### src/hdl/partial_volume_voxel_resampler_macros.svh
// Assertion macros shared by the resampler RTL.
`ifndef PARTIAL_VOLUME_VOXEL_RESAMPLER_MACROS_SVH
`define PARTIAL_VOLUME_VOXEL_RESAMPLER_MACROS_SVH

// Same-cycle implication, sampled on aclk, off while reset is held.
`define PVVR_ASSERT_NOW(lbl, ante, cons, msg) \
    lbl: assert property (@(posedge aclk) disable iff (!aresetn) (ante) |-> (cons)) \
        else $error(msg);

// Next-cycle implication, sampled on aclk, off while reset is held.
`define PVVR_ASSERT_NEXT(lbl, ante, cons, msg) \
    lbl: assert property (@(posedge aclk) disable iff (!aresetn) (ante) |=> (cons)) \
        else $error(msg);

`endif

### src/hdl/pvvr_pkg.sv
// Types and constants shared by the resampler modules.
package pvvr_pkg;

    localparam int unsigned VALUE_W    = 16;
    localparam int unsigned WEIGHT_W   = 32;
    localparam int unsigned LABEL_W    = 8;
    localparam int unsigned TABLE_W    = 40;
    localparam int unsigned SUM_W      = 56;
    localparam int unsigned PROD_W     = 49;
    localparam int unsigned QUEUE_DEPTH = 2;

    // One classified sample as it sits in the queue between front and back.
    typedef struct packed {
        logic signed [VALUE_W-1:0]  value;
        logic                       valid;
        logic [WEIGHT_W-1:0]        weight;
        logic                       last;
        logic [WEIGHT_W-1:0]        volume;
        logic                       label_hit;
    } pvvr_item_t;

    // Request to the serial divider.
    typedef struct packed {
        logic               start;
        logic [SUM_W-1:0]   dividend;
        logic [WEIGHT_W-1:0] divisor;
    } pvvr_div_req_t;

    // Status coming back from the serial divider.
    typedef struct packed {
        logic               done;
        logic [SUM_W-1:0]   quotient;
    } pvvr_div_rsp_t;

endpackage

### src/hdl/pvvr_front.sv
// Input stage: masks and classifies samples and queues them for the back end.
module pvvr_front
    import pvvr_pkg::*;
#(
    parameter int unsigned LABEL_COUNT = 256,
    parameter int unsigned WEIGHT_BITS = 32
) (
    input  logic                      aclk,
    input  logic                      aresetn,
    input  logic                      s_tvalid,
    output logic                      s_tready,
    input  logic [79:0]               s_tdata,
    input  logic                      s_tuser,
    input  logic                      s_tlast,
    input  logic                      pop,
    output logic                      q_empty,
    output pvvr_item_t                head
);

    localparam int unsigned PTR_W = $clog2(QUEUE_DEPTH);
    localparam int unsigned CNT_W = $clog2(QUEUE_DEPTH + 1);
    localparam logic [WEIGHT_W-1:0] WEIGHT_MASK =
        WEIGHT_W'((64'd1 << WEIGHT_BITS) - 64'd1);

    pvvr_item_t         q_mem [QUEUE_DEPTH];
    logic [PTR_W-1:0]   wr_ptr_reg, wr_ptr_next;
    logic [PTR_W-1:0]   rd_ptr_reg, rd_ptr_next;
    logic [CNT_W-1:0]   count_reg, count_next;
    pvvr_item_t         item_in;
    logic               push;

    always_comb begin
        item_in.value     = s_tdata[15:0];
        item_in.valid     = s_tuser;
        item_in.weight    = s_tdata[47:16] & WEIGHT_MASK;
        item_in.last      = s_tlast;
        item_in.volume    = s_tdata[79:48] & WEIGHT_MASK;
        // A sample feeds the label table only if it exists and its label is in range.
        item_in.label_hit = s_tuser && ({1'b0, s_tdata[7:0]} < 9'(LABEL_COUNT));
    end

    assign s_tready = (count_reg != CNT_W'(QUEUE_DEPTH));
    assign push     = s_tvalid && s_tready;
    assign q_empty  = (count_reg == '0);
    assign head     = q_mem[rd_ptr_reg];

    always_comb begin
        wr_ptr_next = push ? wr_ptr_reg + 1'b1 : wr_ptr_reg;
        rd_ptr_next = pop ? rd_ptr_reg + 1'b1 : rd_ptr_reg;
        count_next  = count_reg + CNT_W'(push) - CNT_W'(pop);
    end

    always_ff @(posedge aclk) begin
        if (!aresetn) begin
            wr_ptr_reg <= '0;
            rd_ptr_reg <= '0;
            count_reg  <= '0;
        end else begin
            wr_ptr_reg <= wr_ptr_next;
            rd_ptr_reg <= rd_ptr_next;
            count_reg  <= count_next;
        end
    end

    always_ff @(posedge aclk) begin
        if (push) begin
            q_mem[wr_ptr_reg] <= item_in;
        end
    end

endmodule

### config.mk
export PLATFORM = sky130hd
export DESIGN_NAME = pvvr_front
export DESIGN_NICKNAME = d
export VERILOG_FILES = /design/src/hdl/partial_volume_voxel_resampler_macros.svh /design/src/hdl/pvvr_pkg.sv /design/src/hdl/pvvr_front.sv
export SDC_FILE = /design/constraint.sdc
export NUM_CORES = 1
export LEC_CHECK = 0
export ABC_AREA = 1
export BUFFER_PORTS_ARGS = -buffer_cell sky130_fd_sc_hd__buf_2
export CORE_MARGIN = 2
export CORE_UTILIZATION = 52
export DETAILED_ROUTE_END_ITERATION = 7
export PLACE_DENSITY = 0.79
export RECOVER_POWER = 25
export SLEW_MARGIN = 30
export SYNTH_ARGS = -nofsm -noshare
export SYNTH_HDL_FRONTEND = slang
export SYNTH_SLANG_ARGS = --single-unit
### constraint.sdc
create_clock -name aclk -period 6.5 [get_ports aclk]
set_input_delay 1.3 -clock aclk [delete_from_list [all_inputs] [get_ports aclk]]
set_output_delay 1.3 -clock aclk [all_outputs]
set_load 0.01 [all_outputs]
==> flow_summary_export.csv <==
group,metric,value,unit
status,status,"completed",
timing,max_clock_freq,0.291,GHz
layout,antenna_cells,0,
placed_design,dp_hpwl,7280,um
detailed_routing,first_iter_violations,171,
timing,fin_crit,3440,ps
timing,fin_crit_sh,52.9,%
clocking,cts_hold_buf,0,
worst_setup_path,crit_arrival,2140,ps
run,maxCapViolCount,0,
layout,final_util,65.2,%
min_path,hp-start,"rd_ptr_reg",
detailed_routing,post-route-drc-count,0,
floorplanning,die-area,13500,sq um
synthesis,synth.avg_cell_area,22.8,sq um
worst_setup_path,crit_slowest_cell,"dfxtp_4",
clocking,cts_root_buffer,"clkbuf_16",
timing,tns,0,ps
timing,tightestPinTransition,801,ps
grt,gr-usage-met2,28.7,%
clocking,cts_buffers,17,
power,ir_worst_vdd,201,uV
grt,grt_overflow,0,
floorplanning,placementRows,41,
worst_setup_path,worstSetupPathType,"flip-flop to primary output",
synthesis,synth_seq_area_share,76.7,%
timing,layout_setup_ws,3060,ps
synthesis,syn-num-nets,375,
min_path,min_path_cells,2,
grt,grt_util_met1,18.7,%
clocking,cts_max_path_buffers,2,
clocking,cts-resized-gates,0,
power,p_leak,3.21,nW
synthesis,synth_top_area_share,75.1,%
placed_design,dpl_worst_slack,2980,ps
placed_design,gp_congestion,0.686,
worst_setup_path,required,5200,ps
synthesis,yosysWarnings,0,
grt,grt_use_total,16.8,%
worst_setup_path,critPathTopFamily,"buffers and inverters",
layout,nNetsFinal,559,
detailed_routing,via_count,3244,
synthesis,synthTopCellsByArea,"edfxtp_1 (75%), mux2_4 (18%), buf_12 (2.4%), dfxtp_1 (1.5%), inv_1 (0.40%)",
grt,grt_util_met3,6.07,%
detailed_routing,routedWlPerCell,17.1,um
placed_design,dp.cells,624,
floorplanning,die_h,116,um
layout,drive_above_1_share,56.5,%
grt,grt_max_degree,59,
worst_setup_path,cpPeakStageDelay,620,ps
detailed_routing,avgViaCountPerCell,4.94,
timing,drv_slew,0,
worst_setup_path,critPathCaptureType,"primary output",
clocking,clock_latency,420,ps
worst_setup_path,crit_chain,"buf_4 -> mux2_2 -> buf_2",
worst_setup_path,critPathMaxFanout,29,
timing,slew_headroom,46.6,%
grt,grt_pass1_wl,16400,um
detailed_routing,wl,11200,um
clocking,clock_sinks,169,
worst_setup_path,ff2ff_setup_slack,3990,ps
min_path,hold_path_class,"flip-flop to flip-flop",
synthesis,syn_inst,288,
synthesis,ys_ff_latch,169,
grt,antenna_found_initial,1,
grt,grt_pass1_vias,3354,
floorplanning,start_util,52.6,%
clocking,cts_tree,"built",
layout,finalNonFillerCells,657,
placed_design,portBuffers,170,
timing,grt_setup_unrepaired,"no",
worst_setup_path,reg2regPathDepth,5,
layout,syn_to_final_growth,23.9,%
clocking,htree_levels,4,
clocking,post_cts_buffers,0,
worst_setup_path,reg2reg_from,"count_reg[0]",
detailed_routing,final_antenna_net_count,0,
floorplanning,ios,171,
synthesis,ys_types,16,
worst_setup_path,cp-start-kind,"flip-flop",
detailed_routing,dr.pass1.iters,6,
layout,fillers,870,
worst_setup_path,reg2reg_to,"q_mem[1][14]",
floorplanning,fp.dieW,116,um
power,power_density,334,nW/um^2
grt,grt.busiest_layer,"met2",
timing,setup_viol,0,
timing,clock_skew,8.65,ps
layout,largest_reg_flops,164,
floorplanning,core,12500,sq um
clocking,cts.clk_slew.worst_paths,60,ps
timing,final_hold_viol_count,0,
worst_setup_path,critPathBufInv,2,
synthesis,synth_top_cell_by_area,"edfxtp_1",
synthesis,synthesis.area,6560,sq um
power by group:
group	internal [mW]	switching, mW	total (mW)
registers	1.30	0.0319	1.33
logic	0.183	0.178	0.361
clock network	0.633	0.383	1.02
layout make-up:
cell class | count | area (sq um) | share of cell area (%)
flip-flops and latches | 169 | 5030 | 61.9
multi-input cells | 102 | 1340 | 16.5
repair buffers | 175 | 910 | 11.2
clock buffers | 24 | 482 | 5.93
well taps | 172 | 215 | 2.65
clock inverters | 8 | 120 | 1.48
inverters | 7 | 26.3 | 0.324
cell families (layout without fill, tap and decap cells):
family          count (synthesis)  in the layout  synth area share, %
flops                         169            169                 76.7
mux                            82             82                 18.7
buf+inv                        17            214                 3.13
simple gates                   15             15                0.935
compound gates                  2              2                0.153
xor+xnor                        2              2                0.267
fa+ha+maj                       1              1                0.191
worst max-delay path by stage:
stage	from	to	slack, ps	depth (start not counted)
6_report	flip-flop	head[68]	3060	3
2_1_floorplan	s_tvalid	q_mem[1][10]	1140	2
5_1_grt	flip-flop	head[68]	2960	3
4_1_cts	flip-flop	head[68]	2510	3
3_5_place_dp	flip-flop	head[68]	2980	3
3_3_place_gp	flip-flop	head[68]	3010	3
cell usage in the layout (no fill, tap or decap), types with 2 or more instances in the layout:
master / instances
a21oi_1: 2
buf_16: 2
buf_2: 155
buf_4: 3
bufinv_16: 3
clkbuf_1: 19
clkbuf_16: 17
clkbuf_8: 3
clkinv_2: 3
clkinvlp_4: 2
dfxtp_1: 4
edfxtp_1: 164
inv_1: 7
mux2_2: 2
mux2_4: 80
nand2_1: 7
nor2_1: 3
nor2_4: 2
xnor2_1: 2
cells in the mapped netlist, drive strengths merged:
master	n
a21oi	2
buf	10
dfxtp	5
edfxtp	164
ha	1
inv	7
mux2	82
nand2	8
nand3	1
nor2	5
nor3	1
xnor2	2
worst register-to-register path: cells and delay by family (launching register included):
family / cells / cell delay [ps]
buf+inv: 2 / 790
flops: 1 / 380
simple gates: 3 / 880
routing by layer:
layer,routed length (um),part of all wire [%],vias up
met3,798,7.1,20
met1,4490,40,1606
li1,-,-,1490
met5,13,0.12,-
met4,209,1.9,2
met2,5710,51,126
stage by stage:
step	hold slack [ps]	area, sq um	total power [mW]
final	549	8120	2.71
after global routing	606	8120	2.81
after CTS	559	8110	2.73
after detailed placement	546	7510	1.72
after global placement	494	7480	1.70
after floorplan	480	6560	1.60
Power figures use the tool's default switching activity.
